**src/design/vse_pkg.sv**
```systemverilog
package vse_pkg;

  // Configuration register map, one register per 32-bit slot.
  typedef enum logic [1:0] {
    REG_SIZE_X    = 2'd0,
    REG_SIZE_Y    = 2'd1,
    REG_SIZE_Z    = 2'd2,
    REG_THRESHOLD = 2'd3
  } vse_reg_e;

  localparam int unsigned AddrWidth   = 4;
  localparam int unsigned DataWidth   = 32;
  localparam int unsigned SizeXYWidth = 7;
  localparam int unsigned SizeZWidth  = 10;
  localparam int unsigned ThrWidth    = 16;

  // Result index fields as they leave the block.
  localparam int unsigned ShellXWidth = 6;
  localparam int unsigned ShellYWidth = 6;
  localparam int unsigned ShellZWidth = 9;
  localparam int unsigned MaxZ        = 512;

  // One window column: 3 rows by 3 planes of occupancy bits, bit index
  // is plane_offset*3 + row_offset. The center of the cube is bit 4.
  localparam int unsigned ColWidth  = 9;
  localparam int unsigned CenterBit = 4;

  // Line buffer control, shared by both delay lines.
  typedef struct packed {
    logic advance;  // one word accepted: write and step the pointer
    logic restart;  // grid size changed: pointer back to slot zero
  } vse_lb_ctrl_t;

endpackage

```
**src/design/vse_delay_line.sv**
```systemverilog
module vse_delay_line #(
  parameter int unsigned WIDTH = 8,
  parameter int unsigned DEPTH = 64
) (
  input  logic                         clk_i,
  input  logic                         rst_ni,
  input  vse_pkg::vse_lb_ctrl_t        ctrl_i,
  input  logic [$clog2(DEPTH+1)-1:0]   len_i,
  input  logic [WIDTH-1:0]             wdata_i,
  output logic [WIDTH-1:0]             rdata_o
);

  localparam int unsigned PW = $clog2(DEPTH);
  localparam int unsigned LW = $clog2(DEPTH+1);

  logic [WIDTH-1:0] mem [DEPTH];
  logic [PW-1:0]    ptr_q, ptr_d;
  logic [WIDTH-1:0] rdata_q;

  // The pointer circles over len_i slots, so a slot is read back exactly
  // len_i words after it was written.
  always_comb begin
    ptr_d = ptr_q;
    if (ctrl_i.restart) begin
      ptr_d = '0;
    end else if (ctrl_i.advance) begin
      if (LW'(ptr_q) == len_i - LW'(1)) begin
        ptr_d = '0;
      end else begin
        ptr_d = ptr_q + PW'(1);
      end
    end
  end

  always_ff @(posedge clk_i or negedge rst_ni) begin
    if (!rst_ni) begin
      ptr_q <= '0;
    end else begin
      ptr_q <= ptr_d;
    end
  end

  // The read runs one slot ahead, so the oldest word is ready when the
  // next word arrives.
  always_ff @(posedge clk_i) begin
    if (ctrl_i.advance) begin
      mem[ptr_q] <= wdata_i;
    end
    rdata_q <= mem[ptr_d];
  end

  assign rdata_o = rdata_q;

endmodule

```
**config.mk**
```make
export PLATFORM = sky130hd
export DESIGN_NAME = vse_delay_line
export DESIGN_NICKNAME = d
export VERILOG_FILES = /design/src/design/vse_pkg.sv /design/src/design/vse_delay_line.sv
export SDC_FILE = /design/constraint.sdc
export NUM_CORES = 1
export LEC_CHECK = 0
export ABC_CLOCK_PERIOD_IN_PS = 5400
export BUFFER_PORTS_ARGS = -buffer_cell sky130_fd_sc_hd__clkbuf_2
export CORE_MARGIN = 2
export CORE_UTILIZATION = 30
export CTS_CLUSTER_DIAMETER = 200
export DETAILED_ROUTE_END_ITERATION = 16
export SYNTH_ARGS = -nofsm -noshare
export SYNTH_HDL_FRONTEND = slang
export SYNTH_SLANG_ARGS = --single-unit
```
**constraint.sdc**
```tcl
create_clock -name clk_i -period 5.4 [get_ports clk_i]
set_input_delay 1.08 -clock clk_i [delete_from_list [all_inputs] [get_ports clk_i]]
set_output_delay 1.08 -clock clk_i [all_outputs]
set_load 0.01 [all_outputs]
```
==> results of run 1 <==
cells in the mapped netlist, types with 5 or more instances:
master	n
a221oi_1	15
a221o_1	8
edfxtp_1	512
mux2_2	10
mux2i_1	83
o21ai_0	19
nand2b_1	5
a32oi_1	25
and3_1	8
nand3_1	97
dfxtp_1	8
clkbuf_1	61
nand4b_1	5
nand3b_1	6
o211ai_1	5
a31oi_1	41
a21oi_1	22
dfrtp_1	6
nor2_1	103
nor3_1	7
xnor2_1	5
or3_1	8
o221ai_1	8
a311oi_1	10
nand2_1	338
nand4_1	9
buf_1	9
inv_1	8
a32o_1	6
buf_2	14
placed cells by master (no fill, tap or decap), types with 5 or more instances in the layout:
cell	instances
a21oi_1	22
a221o_1	8
a221oi_1	15
a311oi_1	10
a31oi_1	39
a32o_1	6
a32oi_1	25
and3_1	8
buf_4	61
clkbuf_1	10
clkbuf_16	53
clkbuf_2	26
clkbuf_8	6
clkinv_1	8
clkinv_2	9
dfrtp_1	6
dfxtp_1	8
edfxtp_1	512
inv_1	8
mux2_2	10
mux2i_1	83
nand2_1	338
nand3_1	97
nand3b_1	6
nand4_1	9
nand4b_1	5
nor2_1	100
nor3_1	7
o211ai_1	5
o21ai_0	19
o221ai_1	7
or3_1	8
xnor2_1	5
worst max-delay path: stages:
cell       delay (ns)
clkbuf_2         0.12
or4_4            0.55
o2111ai_1        0.22
nand2_1          0.12
o221ai_2         0.66
nand2b_2         0.50
buf_4            0.32
buf_4            0.19
a221o_1          0.42
a311oi_1         0.55
a31oi_1          0.25
nand4b_1         0.16
layout make-up:
cell class | count | area [sq um]
Timing Repair Buffer | 90 | 648
Clock inverter | 22 | 203
Multi-Input combinational cell | 902 | 5130
Clock buffer | 69 | 1450
Tap cell | 940 | 1180
Sequential cell | 526 | 15700
Antenna cell | 1 | 2.50
Fill cell | 6758 | 45600
Inverter | 9 | 33.8
per-stage QoR:
step / setup slack, ns / utilization / total power, mW / hold slack [ns] / instance area [sq um]
6_report: 0.746 / 0.348 / 10.3 / 0.325 / 24300
5_1_grt: 0.553 / 0.348 / 10.6 / 0.319 / 24300
4_1_cts: 0.724 / 0.348 / 10.3 / 0.310 / 24300
3_5_place_dp: 0.120 / 0.324 / 6.76 / 0.611 / 22700
3_3_place_gp: 0.240 / 0.324 / 6.75 / 0.612 / 22700
2_1_floorplan: 1.44 / - / 5.93 / 0.561 / 21200
worst paths after layout:
kind | end | slack, ns | cells past startpoint
hold / removal | ptr_q[1] | 0.33 | 1
max in group asynchronous | ptr_q[0] | 4.88 | 1
setup reg to reg | rdata_o[6] | 1.06 | 10
setup / recovery | rdata_o[6] | 0.75 | 12
hold reg to reg | rdata_o[6] | 0.62 | 4
min in group clk_i | rdata_o[6] | 0.62 | 4
power by group:
part	switching, mW	internal, mW	total (mW)
sequential	0.0873	4.56	4.65
combinational	1.41	0.637	2.05
clock	1.50	2.06	3.56
routing by layer:
metal  vias up  GRT usage  part of all wire
li1       5874          -                 -
met2       654      0.253              0.45
met3       106     0.0552              0.12
met4         6     0.0411             0.024
met5         -          0           0.00052
met1      6790      0.224              0.41
logic make-up after synthesis:
group | Yosys count | synth area share
buffers and inverters | 97 | 0.0189
XOR/XNOR | 9 | 0.00372
AO/OA/AOI/OAI | 193 | 0.0681
AND/OR/NAND/NOR | 605 | 0.123
multiplexers | 93 | 0.0446
adder cells (fa/ha/maj) | 2 | 0.00118
flip-flops | 526 | 0.741
state kept, by name, summed over array words and instances (netlist names):
name	count
mem	512
rdata_o	8
ptr_q	6
==> results by group, run 1 <==
Floorplan
  – I/O pin count: 27
  – Row count: slightly below 100
  – Core footprint: around 70000 sq um
  – Die Ht: ~270 um
  – Die area: approximately 73000 sq um
  – Initial core utilization: 0.303
  – Die Width: between 200 and 300 um

Synthesis
  – Synth area leader: edfxtp_1
  – Netlist cell types: 63
  – Mapped Area: roughly 21000 sq um
  – Number of flops mapped to enable cells by yosys: ~510
  – Post-synthesis sequential area ratio: 0.741
  – Synthesis Warnings: 0
  – Syn nets: about 1500
  – Most used DFF post-synth: edfxtp_1
  – #FFs+latches synth: roughly 530
  – Mean post-synth cell area: about 14 sq um
  – Asr flop ratio synth: 0.0114
  – Post-Syn Instances: roughly 1500
  – Top cells by area, synth: edfxtp_1 (73%), nand2_1 (6.0%), mux2i_1 (3.9%), nand3_1 (2.3%), nor2_1 (1.8%)
  – Post-synth top area share: 0.726

Power
  – Worst VDD drop: about 0.00025 V
  – Power density over the cells: between 400 and 500 nW/um^2
  – Lkg Pwr: just over 8 nW

Route
  – Starting DRC count in detailed routing: about 1600
  – Vias per inst: about 5.2
  – WL final: just over 60000 um
  – Wire per inst: ~24 um
  – Detail Route Antenna Nets: 0
  – TritonRoute pass-1 iters: 6
  – DRC: 0
  – Total number of vias: 13400

STA
  – Setup violations, final: 0
  – Worst-Margin Slew: between 1 and 1.5 ns
  – Slew Limit Fails: 0
  – Setup TNS: 0 ns
  – Final min period: ~4.7 ns
  – Post-route clock period utilization: 0.862
  – Relative max-transition margin: 0.292
  – Skew final: 0.0225 ns
  – RSZ-0062 raised after global routing: no
  – Fin. Hold Viols: 0
  – Maximum clock frequency: roughly 210 MHz

Status
  – Outcome: completed

Placement
  – Post-DP HPWL: ~39000 um
  – # placed instances: 2467
  – IO buf count: 26
  – Final Wtd Congestion: a little over 0.9

Clocking
  – Later-pin clock latency in the skew report: 0.60 ns
  – Num Clock Sinks: between 500 and 600
  – Htree depth: 2
  – Setup Buffers After CTS: 0
  – Clk slew on worst S/H paths: ~0.060 ns
  – Post_cts resized: 0
  – CTS Hold Bufs: 0
  – CTS buffer count: 53
  – Root buffer cell: clkbuf_16
  – CTS tree: done
  – CTS Buffer Depth: 3

Global route
  – Total grt overflow: 0
  – First-pass GRT wire length: around 89000 um
  – Initial antenna violation count: 4
  – All-Layer GR Usage: 0.165
  – Vias in the first global route: 13000
  – Largest net degree at the start of global routing: 83

Finish
  – Area delta synth->final: 14.9%
  – Final Net Count: 1603
  – Fin cells: between 2000 and 3000
  – Share of layout cells above drive strength 1: 0.120

Critical path
  – CP arrival: just over 5 ns
  – Worst Setup Path Type: primary input to register
  – Crit start category: primary input
  – Worst-path maximum fanout: 16
  – CP Capture Type: register
  – FF-to-FF Start: ptr_q[2]
  – Worst endpoint required time: 5.93 ns
  – Worst setup path start: len_i[2]

Worst hold path
  – Hold Crit Class: primary input to async pin

Flow run
  – Max cap viols: 0
Note: power is estimated with default switching activity, not from simulation.
==> inputs of run 2 (changes only) <==
- ABC_CLOCK_PERIOD_IN_PS: 5400 -> 5700
- clock period: 5.4 -> 5.7 ns (I/O delays scaled with it)
==> results by group, run 2 (synthesis gave the netlist of run 1 again) <==
Status
  – Outcome: completed (unchanged)

Floorplan
  – I/O pin count: 27 (unchanged)
  – Initial core utilization: 0.303 (unchanged)
  – Die Ht: 270 um (unchanged)
  – Core footprint: 69900 sq um (unchanged)
  – Die Width: 270 um (unchanged)
  – Row count: 97 (unchanged)
  – Die area: 72700 sq um (unchanged)

Critical path
  – CP Capture Type: register (unchanged)
  – Reg2reg setup slack: 1.66 ns (was 1.06 ns)
  – Crit start category: primary input (unchanged)
  – CP delay by family, top: simple AND/OR/NAND/NOR gates (was compound AO/OA/AOI/OAI gates)
  – Slowest CP cell: or4_4 (was o221ai_2)
  – Max incr delay on CP: 0.55 ns (was 0.66 ns)
  – Worst Setup Path Type: primary input to register (unchanged)
  – CP Cell Sequence: clkbuf_2, or4_4, o21a_1, nor4_1, o221ai_2, buf_4, nand2b_2, buf_4, buf_4, a221o_1, a21oi_1, a211oi_1, nand4b_1 (was clkbuf_2, or4_4, o2111ai_1, nand2_1, o221ai_2, nand2b_2, buf_4, buf_4, a221o_1, a311oi_1, a31oi_1, nand4b_1)
  – Most frequent CP cell: buf_4 (unchanged)
  – Worst endpoint required time: 6.10 ns (was 5.93 ns)
  – Worst-path maximum fanout: 26 (was 16)
  – WP buf/inv: 4 (was 3)
  – CP arrival: 5.00 ns (was 5.18 ns)

STA
  – Final min period: around 4.6 ns
  – Worst-Margin Slew: 1.01 ns (was 1.04 ns)
  – Setup violations, final: 0 (unchanged)
  – Slew Limit Fails: 0 (unchanged)
  – Relative max-transition margin: 0.322 (was 0.292)
  – Post-route clock period utilization: 0.808
  – Maximum clock frequency: between 200 and 250 MHz
  – RSZ-0062 raised after global routing: no (unchanged)
  – Setup TNS: 0 ns (unchanged)
  – Skew final: 0.0278 ns (was 0.0225 ns)
  – Fin. Hold Viols: 0 (unchanged)

Clocking
  – CTS buffer count: 54 (was 53)
  – Root buffer cell: clkbuf_16 (unchanged)
  – Later-pin clock latency in the skew report: 0.61 ns (was 0.60 ns)
  – Clk slew on worst S/H paths: 0.06 ns (about the same)
  – Post_cts resized: 0 (unchanged)
  – CTS Buffer Depth: 3 (unchanged)
  – CTS Hold Bufs: 0 (unchanged)
  – Num Clock Sinks: 526 (unchanged)
  – Setup Buffers After CTS: 0 (unchanged)
  – CTS tree: done (unchanged)
  – Htree depth: 2 (unchanged)

Power
  – Power density over the cells: 406 nW/um^2 (was 422 nW/um^2)
  – Lkg Pwr: 8.20 nW (was 8.23 nW)
  – Worst VDD drop: 0.000313 V (was 0.000250 V)

Route
  – DRC: 0 (unchanged)
  – TritonRoute pass-1 iters: 6 (unchanged)
  – Total number of vias: 13300 (was 13400)
  – Starting DRC count in detailed routing: 1542 (was 1603)
  – WL final: 60600 um (was 61400 um)
  – Detail Route Antenna Nets: 0 (unchanged)
  – Vias per inst: 5.22 (was 5.25)
  – Wire per inst: 23.8 um (was 24.0 um)

Finish
  – Max reg flops: 512 (unchanged)
  – Utilization after layout: 0.348 (about the same)
  – Final Net Count: 1587 (was 1603)
  – Share of layout cells above drive strength 1: 0.115 (was 0.120)
  – # diodes: 0 (was 1)
  – Largest reg by FF count: mem (unchanged)
  – Area delta synth->final: 14.8% (was 14.9%)
  – Filler cells: 6826 (was 6758)
  – Most common cell after layout, fill and taps aside: edfxtp_1 (unchanged)
  – Most frequent cells in the layout: edfxtp_1 (512), nand2_1 (338), nor2_1 (100) (unchanged)
  – Reg area: 15700 sq um (unchanged)
  – Area of the multi-input gates: 5130 sq um (unchanged)

Global route
  – Vias in the first global route: 12800 (was 13000)
  – Total grt overflow: 0 (unchanged)
  – Largest net degree at the start of global routing: 83 (unchanged)
  – First-pass GRT wire length: 88400 um (was 89300 um)
  – Initial antenna violation count: 1 (was 4)
  – All-Layer GR Usage: 0.164 (was 0.165)

Placement
  – Final Wtd Congestion: 0.861 (was 0.928)
  – IO buf count: 26 (unchanged)
  – Post-DP HPWL: 37400 um (was 38600 um)

Worst hold path
  – Hold Crit Class: primary input to async pin (unchanged)

Flow run
  – Max cap viols: 0 (unchanged)
==> run 2: area by class of cell <==
class                           instances  share of cell area
Tap cell                              940              0.0484
Clock inverter                         39              0.0143
Multi-Input combinational cell        902               0.211
Inverter                                9             0.00139
Timing Repair Buffer                   73              0.0224
Clock buffer                           60              0.0574
Sequential cell                       526               0.645
==> run 2: power breakdown <==
part           switching [mW]  internal (mW)
Combinational            1.36          0.597
Sequential             0.0861           4.32
Clock                    1.47           2.03
==> run 2: layer usage <==
| metal | global-route usage | routed length, um | vias to the layer above |
|---|---|---|---|
| li1 | - | - | 5852 |
| met1 | 0.228 | 25400 | 6618 |
| met2 | 0.245 | 26800 | 729 |
| met3 | 0.0497 | 6840 | 114 |
| met4 | 0.0504 | 1620 | 2 |
| met5 | 0 | 11 | - |
==> run 2: path summary, 6_finish.rpt <==
| check | startpoint | to | depth (start not counted) |
|---|---|---|---|
| max in group asynchronous | rst_ni | ptr_q[1] | 1 |
| min reg2reg | mem[56][7] | rdata_o[7] | 4 |
| min | rst_ni | ptr_q[2] | 1 |
| max | len_i[2] | rdata_o[6] | 13 |
| max reg2reg | ptr_q[5] | rdata_o[6] | 11 |
| min in group clk_i | mem[56][7] | rdata_o[7] | 4 |
==> run 2: stage by stage <==
step / cell area [sq um] / worst slack, ns / hold slack [ns] / cells / total power [mW]
final: 24300 / 1.10 / 0.393 / 2549 / 9.86
after global routing: 24300 / 1.09 / 0.375 / 2549 / 10.2
after CTS: 24300 / 1.27 / 0.358 / 2549 / 9.87
after detailed placement: 22600 / 0.651 / 0.686 / 2450 / 6.41
after global placement: 22600 / 0.674 / 0.681 / 2450 / 6.39
after floorplan: 21200 / 1.68 / 0.561 / 1525 / 5.61
