[src/design/vse_pkg.sv]
package vse_pkg;

  // Configuration register map, one register per 32-bit slot.
  typedef enum logic [1:0] {
    REG_SIZE_X    = 2'd0,
    REG_SIZE_Y    = 2'd1,
    REG_SIZE_Z    = 2'd2,
    REG_THRESHOLD = 2'd3
  } vse_reg_e;

  localparam int unsigned AddrWidth   = 4;
  localparam int unsigned DataWidth   = 32;
  localparam int unsigned SizeXYWidth = 7;
  localparam int unsigned SizeZWidth  = 10;
  localparam int unsigned ThrWidth    = 16;

  // Result index fields as they leave the block.
  localparam int unsigned ShellXWidth = 6;
  localparam int unsigned ShellYWidth = 6;
  localparam int unsigned ShellZWidth = 9;
  localparam int unsigned MaxZ        = 512;

  // One window column: 3 rows by 3 planes of occupancy bits, bit index
  // is plane_offset*3 + row_offset. The center of the cube is bit 4.
  localparam int unsigned ColWidth  = 9;
  localparam int unsigned CenterBit = 4;

  // Line buffer control, shared by both delay lines.
  typedef struct packed {
    logic advance;  // one word accepted: write and step the pointer
    logic restart;  // grid size changed: pointer back to slot zero
  } vse_lb_ctrl_t;

endpackage

[src/design/vse_cell.sv]
module vse_cell #(
  parameter int unsigned VAL_W = 16
) (
  input  logic                          clk_i,
  input  logic                          en_i,
  input  logic [vse_pkg::ColWidth-1:0]  col_i,
  input  logic [VAL_W-1:0]              val_i,
  output logic [vse_pkg::ColWidth-1:0]  col_o,
  output logic [VAL_W-1:0]              val_o,
  output logic                          full_o
);

  logic [vse_pkg::ColWidth-1:0] col_q;
  logic [VAL_W-1:0]             val_q;

  always_ff @(posedge clk_i) begin
    if (en_i) begin
      col_q <= col_i;
      val_q <= val_i;
    end
  end

  assign col_o  = col_q;
  assign val_o  = val_q;
  assign full_o = &col_q;

endmodule

[config.mk]
export PLATFORM = sky130hd
export DESIGN_NAME = vse_cell
export DESIGN_NICKNAME = d
export VERILOG_FILES = /design/src/design/vse_pkg.sv /design/src/design/vse_cell.sv
export SDC_FILE = /design/constraint.sdc
export NUM_CORES = 1
export LEC_CHECK = 0
export ABC_CLOCK_PERIOD_IN_PS = 1200
export BUFFER_PORTS_ARGS = -buffer_cell sky130_fd_sc_hd__buf_2
export CORE_MARGIN = 4
export CORE_UTILIZATION = 40
export CTS_CLUSTER_SIZE = 8
export DETAILED_ROUTE_END_ITERATION = 10
export PLACE_DENSITY = 0.74
export SETUP_SLACK_MARGIN = 0.15
export SYNTH_ARGS = -nofsm -noshare
export SYNTH_HDL_FRONTEND = slang
export SYNTH_SLANG_ARGS = --single-unit
[constraint.sdc]
create_clock -name clk_i -period 1.2 [get_ports clk_i]
set_clock_uncertainty 0.15 [all_clocks]
set_input_delay 0.06 -clock clk_i [delete_from_list [all_inputs] [get_ports clk_i]]
set_output_delay 0.06 -clock clk_i [all_outputs]
set_load 0.03 [all_outputs]
==> results of run 1 <==
## layout by cell type, fill, tap and decap left out
cell           count
buf_2             27
edfxtp_1          25
dlygate4sd3_1     25
buf_6             23
buf_4              4
clkbuf_4           3
diode_2            2
nand2_2            1
nand4_1            1
nand3_2            1
nor3_4             1
clkinv_2           1
buf_12             1
## power by group
part | leakage [uW] | internal [uW] | switching [uW]
Clock | 0.0000177 | 125 | 250
Sequential | 0.000245 | 1040 | 42.1
Combinational | 0.000394 | 212 | 215
Total | 0.000657 | 1380 | 507
## worst max-delay path: cells and delay by family (launching register included)
family	cells	cell delay (ns)
buffers and inverters	1	0.15
DFF	1	0.43
and+or+nand+nor	2	0.30
## registers in the layout (all words and copies together) (netlist names)
name,cells
val_o,16
col_o,9
## per-stage QoR
step	total power (uW)	TNS, ns	util, %	setup WS, ns
after detailed placement	1357	0	61.75	0.1350
after CTS	1842	-0.2081	84.77	-0.1886
after floorplan	1231	-0.009064	-	-0.009064
after global placement	1352	0	61.75	0.2032
after global routing	1952	-0.4401	86.81	-0.2745
final	1882	-0.2656	86.81	-0.2146
## kinds of logic (layout without fill, tap and decap cells)
family | Yosys count | after routing
flops | 25 | 25
simple gates | 4 | 4
buf+inv | 0 | 84
other cells | 0 | 2
## final cells by class
type	instances	area [sq um]	area share, %
Antenna cell	2	5.005	0.3234
Clock inverter	1	5.005	0.3234
Tap cell	25	31.28	2.021
Multi-Input combinational cell	4	38.79	2.506
Sequential cell	25	750.7	48.50
Clock buffer	3	22.52	1.455
Timing Repair Buffer	80	694.4	44.87
## how the worst max path moves through the flow
stage                        from  cells past startpoint  endpoint  slack, ns
2_1_floorplan  col_o[8]$_DFFE_PP_                      2    full_o     -0.009
3_3_place_gp   col_o[1]$_DFFE_PP_                      3    full_o       0.20
3_5_place_dp   col_o[0]$_DFFE_PP_                      3    full_o       0.14
4_1_cts        col_o[0]$_DFFE_PP_                      3    full_o      -0.19
5_1_grt        col_o[1]$_DFFE_PP_                      3    full_o      -0.27
6_report       col_o[5]$_DFFE_PP_                      3    full_o      -0.21
## timing repair
action	CTS	global route
hold endpoints to repair	25	0
hold buffers	25	0
endpoints found under the setup margin	26	26
buffers inserted	1	1
pin swaps	0	1
resized for setup	41	9
gates cloned	0	0
## routing by layer
layer	vias up	GRT usage, %	share of wire (%)
met1	287	18.79	35
met4	0	6.550	0.16
li1	288	-	-
met3	2	4.871	7.9
met2	50	32.01	57
met5	-	0	0
==> results.json, run 1 <==
{
  "status": "finished, violations left",
  "violations": "setup timing",
  "ys_seq_elements": 25,
  "grt_pass1_vias": 640,
  "dpl.cell_count": 107,
  "power_density_mw_per_mm2": 1216,
  "die_x_microns": 52.04,
  "rsz0062_at_grt": "yes",
  "stdcell_area_sq_mm": 0.001548,
  "syn-num-nets": 56,
  "min_path_cells": 2,
  "fin_nets": 141,
  "core_sq_mm": 0.001783,
  "syn_avg_cell_area_sq_um": 26.75,
  "cts_tree": "yes",
  "async_flop_share_pct": 0,
  "gp_congestion": 0.7534,
  "vias": 627,
  "post-synth-top-count-cell": "edfxtp_1",
  "synth-compound-area-share_pct": 0,
  "crit_path_max_fanout": 2,
  "grt_max_degree": 26,
  "yosys_warnings": 0,
  "drc_errors": 0,
  "synth-simple-area-share_pct": 3.226,
  "synth_top_area_share_pct": 96.77,
  "synth_cell_types": 5,
  "routed_wl_microns": 2474,
  "ios": 53,
  "setup_ws_ns": -0.2146,
  "fp.dieH_microns": 52.04,
  "hold_path_end": "val_o[10]$_DFFE_PP_",
  "grt_pass1_wl_microns": 3222,
  "max_freq_mhz": 706.9,
  "start_kind": "flop",
  "yosysTopAreaCell": "edfxtp_1",
  "worst_hold_slack_ns": 0.003861,
  "dr.first_iter.drc_count": 11,
  "areaGrowthSynthToFinish_pct": 99.52,
  "cts_buffer_depth": 2,
  "period_minus_slack_ns": 1.415,
  "cpPeakStageDelay_ns": 0.43,
  "grt_use_total_pct": 17.48,
  "synthAdderAreaFrac_pct": 0,
  "hold_start": "en_i",
  "slew_headroom_pct": 89.79,
  "ys.flop_type": "edfxtp_1",
  "slew_violations": 0,
  "synth_cells": 29,
  "synthesis.area_sq_um": 775.7,
  "arrival_ns": 1.20,
  "setup_viol": 3,
  "muxShareOfSynthArea_pct": 0,
  "hp-class": "in -> reg",
  "worst_slew_pin_slew_ns": 0.1526,
  "port-buffer-count": 52,
  "ir_drop_mv": 0.8810,
  "drtPass1Iterations": 4,
  "yosys-top-cells-area": "edfxtp_1, nor3_2, nand4_1",
  "end_kind": "output pin",
  "synth_xor_area_share_pct": 0,
  "synth_common_cells": "edfxtp_1, nand2_1, nand3_1, nand4_1, nor3_2",
  "max_cap_violations": 0,
  "antenna_found_initial": 1,
  "path_class": "reg -> out",
  "dieArea_sq_mm": 0.002708,
  "post_drt_via_cell_ratio": 4.479,
  "root_buffer": "clkbuf_4",
  "placed_cell_area_sq_mm": 0.001101,
  "fin_cells": 140,
  "cpMaxStageDelayCell": "edfxtp_1",
  "worstPathRequired_ns": 0.99,
  "wl_per_cell_microns": 17.67,
  "rows": 15,
  "clock_sinks": 25,
  "antenna_left": 0,
  "drive_gt1_share_pct": 54.87,
  "p_leak_uw": 0.0006567,
  "h-tree-depth": 1,
  "grt_overflow": 0,
  "initial_utilization_pct": 43.51,
  "num-fill-cells": 79,
  "crit_chain": "nand3_2 -> nor3_4 -> buf_6",
  "finalCritPeriodShare_pct": 117.9,
  "finalHoldViolations": 0,
  "cts.clk_slew.worst_paths_ns": 0.13,
  "synth_top_family_by_area": "simple AND/OR/NAND/NOR gates",
  "synth_seq_area_share_pct": 96.77,
  "synth_edf_count": 25,
  "numCtsBuffers": 3
}
(Power assumes the default switching activity.)
==> inputs of run 2 (changes only) <==
Settings changed: ABC_AREA set to 1, CELL_PAD_IN_SITES_DETAIL_PLACEMENT set to 0, CELL_PAD_IN_SITES_GLOBAL_PLACEMENT set to 1, CORE_ASPECT_RATIO set to 0.6, CORE_UTILIZATION 40 to 33, PLACE_DENSITY 0.74 to 0.77.
==> run 2 against run 1 <==
- the flow still finishes with violations (setup timing)
- sequential share of layout area down 0.39 points
- maximum frequency up 12%
- synthesized area up 0.81%
- highest routed layer unchanged
==> results.json, run 2 <==
{
  "status": "finished, violations left",
  "violations": "setup timing",
  "setup_tns_ns": -0.06873,
  "ys_seq_elements": 25,
  "rsz0062_at_grt": "yes",
  "layout_commonest_cell": "buf_2",
  "vias": 619,
  "antenna_cells": 0,
  "areaGrowthSynthToFinish_pct": 99.52,
  "cp.depth": 5,
  "antenna_left": 0,
  "dieArea_sq_mm": 0.003238,
  "synth_cells": 33,
  "cts_buffer_depth": 2,
  "internal_power_uw": 1476,
  "post_drt_via_cell_ratio": 4.154,
  "core_sq_mm": 0.002212,
  "period_minus_slack_ns": 1.269,
  "layout_common_cells": "buf_2, edfxtp_1, dlygate4sd3_1",
  "yosys-top-cells-area": "edfxtp_1, nand2_1, nor2_1",
  "synth_seq_area_share_pct": 96.00,
  "routed_wl_microns": 1930,
  "cp_top_family": "flip-flops",
  "ys.flop_type": "edfxtp_1",
  "ios": 53,
  "grt_pass1_wl_microns": 2863,
  "syn_avg_cell_area_sq_um": 23.70,
  "comb_power_share_pct": 21.1,
  "max_freq_mhz": 788.2,
  "drive_gt1_share_pct": 53.78,
  "end_kind": "output pin",
  "start_kind": "flop",
  "cpPeakStageDelay_ns": 0.35,
  "synthesis.area_sq_um": 782.0,
  "dr.first_iter.drc_count": 7,
  "worstPathRequired_ns": 0.99,
  "power_uw": 1969,
  "cts_tree": "yes",
  "synth_top_area_share_pct": 96.00,
  "clock_sinks": 25,
  "setup_ws_ns": -0.06873,
  "arrival_ns": 1.06,
  "drc_errors": 0,
  "placed_cell_area_sq_mm": 0.001102,
  "gp_congestion": 0.6788,
  "numCtsBuffers": 3,
  "ir_drop_mv": 1.014,
  "seqPwrFrac_pct": 54.3,
  "grt_overflow": 0,
  "syn-num-nets": 60,
  "grt_use_total_pct": 12.32,
  "root_buffer": "clkbuf_8",
  "drtPass1Iterations": 2,
  "cp-endpoint": "full_o",
  "post-synth-top-count-cell": "edfxtp_1",
  "slew_violations": 0,
  "switching_share_pct": 25.04,
  "fin_nets": 147,
  "async_flop_share_pct": 0,
  "min_path_cells": 2,
  "yosysTopAreaCell": "edfxtp_1",
  "fp.dieH_microns": 45.71,
  "power_density_mw_per_mm2": 1262,
  "synth_cell_types": 5,
  "cts.clk_slew.worst_paths_ns": 0.09,
  "max_cap_violations": 0,
  "rows": 13,
  "worst_slew_pin_slew_ns": 0.1637,
  "finalCritPeriodShare_pct": 105.7,
  "initial_utilization_pct": 35.35,
  "setup_viol": 1,
  "antenna_found_initial": 0,
  "slew_headroom_pct": 89.09,
  "p_switching_uw": 493.0,
  "crit_chain": "nand2_1 -> nor2_2 -> nand2_2 -> nor2_4 -> buf_6",
  "synth_common_cells": "edfxtp_1, nand2_1, nor2_1",
  "finalHoldViolations": 0,
  "stdcell_area_sq_mm": 0.001560,
  "port-buffer-count": 52,
  "grt_max_degree": 15,
  "h-tree-depth": 1,
  "path_buf_inv": 1,
  "crit_path_max_fanout": 2,
  "hp-class": "in -> reg",
  "wl_per_cell_microns": 12.95,
  "path_class": "reg -> out",
  "crit_start": "col_o[6]$_DFFE_PP_",
  "yosys_warnings": 0,
  "largest_register_ffs": 16,
  "synth_edf_count": 25,
  "cpMaxStageDelayCell": "edfxtp_1",
  "dp.final_hpwl_microns": 1210,
  "clock_power_share_pct": 24.6,
  "p_leak_uw": 0.0006672,
  "grt_pass1_vias": 645,
  "die_x_microns": 70.85
}
## run 2: changes by cell type in the layout (fill, tap and decap cells not counted), sizes merged
cell,delta
nand4,-1
nor3,-1
nor2,+2
nand2,+3
buf,+2
diode,-2
inv,+1
## run 2: worst min-delay path by stage
stage,from,to,slack (ns)
floorplan,col_i[0],col_o[0]$_DFFE_PP_,0.009
global placement,val_i[12],val_o[12]$_DFFE_PP_,0.09
detailed placement,val_i[2],val_o[2]$_DFFE_PP_,0.09
CTS,en_i,val_o[13]$_DFFE_PP_,0.07
global route,en_i,val_o[13]$_DFFE_PP_,0.08
finish,en_i,val_o[13]$_DFFE_PP_,0.06
## run 2: through the flow
stage	worst slack [ns]	std cells	hold slack [ns]	utilization [%]
floorplan	0.04100	33	0.008869	-
global placement	0.1473	117	0.08642	49.83
detailed placement	0.1454	117	0.08810	49.83
CTS	-0.1002	146	0.07223	64.76
global route	-0.1766	149	0.07576	70.53
finish	-0.06873	149	0.06484	70.53
## run 2: power groups by stage
stage	Sequential (uW)	Combinational, uW	Clock, uW
floorplan	1220	7.15	0
global placement	1070	273	0
detailed placement	1080	275	0
CTS	1060	351	487
global route	1080	441	545
finish	1070	416	484
## run 2: final cells by class
type | count | area [sq um]
clock buffer | 3 | 41.29
clock inverter | 1 | 5.005
fill | 157 | 651.9
inverter | 1 | 3.754
multi-input combinational | 7 | 40.04
sequential | 25 | 750.7
tap | 30 | 37.54
timing repair buffer | 82 | 681.9
## run 2: cell families (layout without fill, tap and decap cells)
family	after synthesis	count (layout)	synth area share, %
flops	25	25	96.00
simple gates	7	7	3.519
buf+inv	1	87	0.4795
## run 2: timing repair
item / CTS / global route
hold endpoints to repair: 25 / 0
hold buffers: 25 / 0
setup buffers: 0 / 3
resized for setup: 11 / 50
endpoints found under the setup margin: 8 / 24
pin swaps: 1 / 1
## run 2: metal layers
metal	global-route usage [%]	part of all wire [%]
met3	8.811	14
met1	11.24	32
met4	4.494	1.8
met2	21.92	52
met5	0	0
==> inputs of run 3 (changes only) <==
==> constraint.sdc (replaced) <==
create_clock -name clk_i -period 1.2 [get_ports clk_i]
set_clock_uncertainty 0.15 [all_clocks]
set_input_delay 0 -clock clk_i [delete_from_list [all_inputs] [get_ports clk_i]]
set_output_delay 0 -clock clk_i [all_outputs]
set_load 0.03 [all_outputs]
==> run 3 against run 2 <==
- the flow still finishes with violations (setup timing)
- combinational power decreased by 17%
- critical path depth unchanged
- power decreased by 4.5%
- core utilization decreased by 6.1 points
==> results.json, run 3 (synthesis results as in run 2) <==
{
  "drive_gt1_share_pct": 52.99,
  "layout_common_cells": "buf_2, edfxtp_1, dlygate4sd3_1",
  "root_buffer": "clkbuf_8",
  "port-buffer-count": 52,
  "drtPass1Iterations": 2,
  "violations": "setup timing",
  "drc_errors": 0,
  "grt_use_total_pct": 12.32,
  "finalCritPeriodShare_pct": 101.3,
  "die_x_microns": 70.85,
  "grt_overflow": 0,
  "worstPathRequired_ns": 1.05,
  "path_buf_inv": 1,
  "max_freq_mhz": 822.8,
  "period_minus_slack_ns": 1.215,
  "power_density_mw_per_mm2": 1317,
  "dieArea_sq_mm": 0.003238,
  "grt_max_degree": 15,
  "max_cap_violations": 0,
  "hp-class": "in -> reg",
  "dr.first_iter.drc_count": 8,
  "largest_register_ffs": 16,
  "end_kind": "output pin",
  "cp_top_family": "flip-flops",
  "rows": 13,
  "clock_sinks": 25,
  "core_sq_mm": 0.002212,
  "crit_chain": "nand2_1 -> nor2_2 -> nand2_2 -> nor2_4 -> buf_6",
  "fin_nets": 145,
  "worst_slew_pin_slew_ns": 0.1610,
  "h-tree-depth": 1,
  "cts_buffer_depth": 2,
  "areaGrowthSynthToFinish_pct": 82.40,
  "multi_input_area_sq_um": 40.04,
  "arrival_ns": 1.07,
  "start_kind": "flop",
  "grt_pass1_vias": 648,
  "rsz0062_at_grt": "yes",
  "routed_wl_microns": 1740,
  "cpMaxStageDelayCell": "edfxtp_1",
  "grt_pass1_wl_microns": 2863,
  "finalHoldViolations": 0,
  "initial_utilization_pct": 35.35,
  "final-seq-area_sq_um": 750.7,
  "fp.dieH_microns": 45.71,
  "slew_violations": 0,
  "layout_commonest_cell": "buf_2",
  "antenna_left": 0,
  "p_leak_uw": 0.0006173,
  "wl_per_cell_microns": 11.84,
  "setup_viol": 1,
  "path_class": "reg -> out",
  "cpPeakStageDelay_ns": 0.35,
  "status": "finished, violations left",
  "slew_headroom_pct": 89.27,
  "power_uw": 1879,
  "dp.final_hpwl_microns": 1210,
  "cts.clk_slew.worst_paths_ns": 0.08,
  "ios": 53,
  "final_util_pct": 64.48,
  "crit_path_max_fanout": 2,
  "cts_tree": "yes",
  "dpl.cell_count": 117,
  "setup_ws_ns": -0.01532,
  "ir_drop_mv": 0.9907,
  "num-fill-cells": 174,
  "fin_cells": 147,
  "vias": 604,
  "antenna_cells": 0,
  "antenna_found_initial": 0,
  "dp_worst_setup_slack_ns": 0.2054,
  "gp_congestion": 0.6788,
  "numCtsBuffers": 3,
  "post_drt_via_cell_ratio": 4.109
}
==> run 3: what timing repair did <==
item                                    CTS  global route
endpoints found under the setup margin    1             3
gates resized for setup                   2             7
endpoints found under the hold margin    25             0
pin swaps                                 1             1
buffers inserted                          0             1
hold buffers                             25             0
==> run 3: report_power, final <==
group	switching [uW]	total, uW	internal (uW)
sequential	19.9	1060	1040
combinational	205	346	141
clock	245	477	232
==> run 3: stage by stage <==
stage          instance area (sq um)   TNS, ns  hold slack (ns)
2_1_floorplan                  789.5         0         -0.05113
3_3_place_gp                    1102         0          0.02642
3_5_place_dp                    1102         0          0.02810
4_1_cts                         1405  -0.03573          0.01223
5_1_grt                         1426   -0.1108          0.01611
6_report                        1426  -0.01532         0.005649
==> run 3: per-layer routing <==
metal | GRT usage [%] | share of wire (%) | up-vias
met5 | 0 | 0 | -
met4 | 4.494 | 1.3 | 0
met3 | 9.031 | 14 | 4
met2 | 21.92 | 50 | 30
met1 | 11.10 | 35 | 279
li1 | - | - | 291
==> run 3: cell type report <==
cell class                 count  area share, %
tap                           30          2.632
clock buffer                   3          2.895
multi-input combinational      7          2.807
sequential                    25          52.63
clock inverter                 1         0.3509
inverter                       1         0.2632
timing repair buffer          80          38.42
==> run 3: final timing paths <==
check | cells after the start | startpoint | slack (ns) | to
setup / recovery | 5 | col_o[6]$_DFFE_PP_ | -0.02 | full_o
hold / removal | 2 | en_i | 0.006 | val_o[13]$_DFFE_PP_
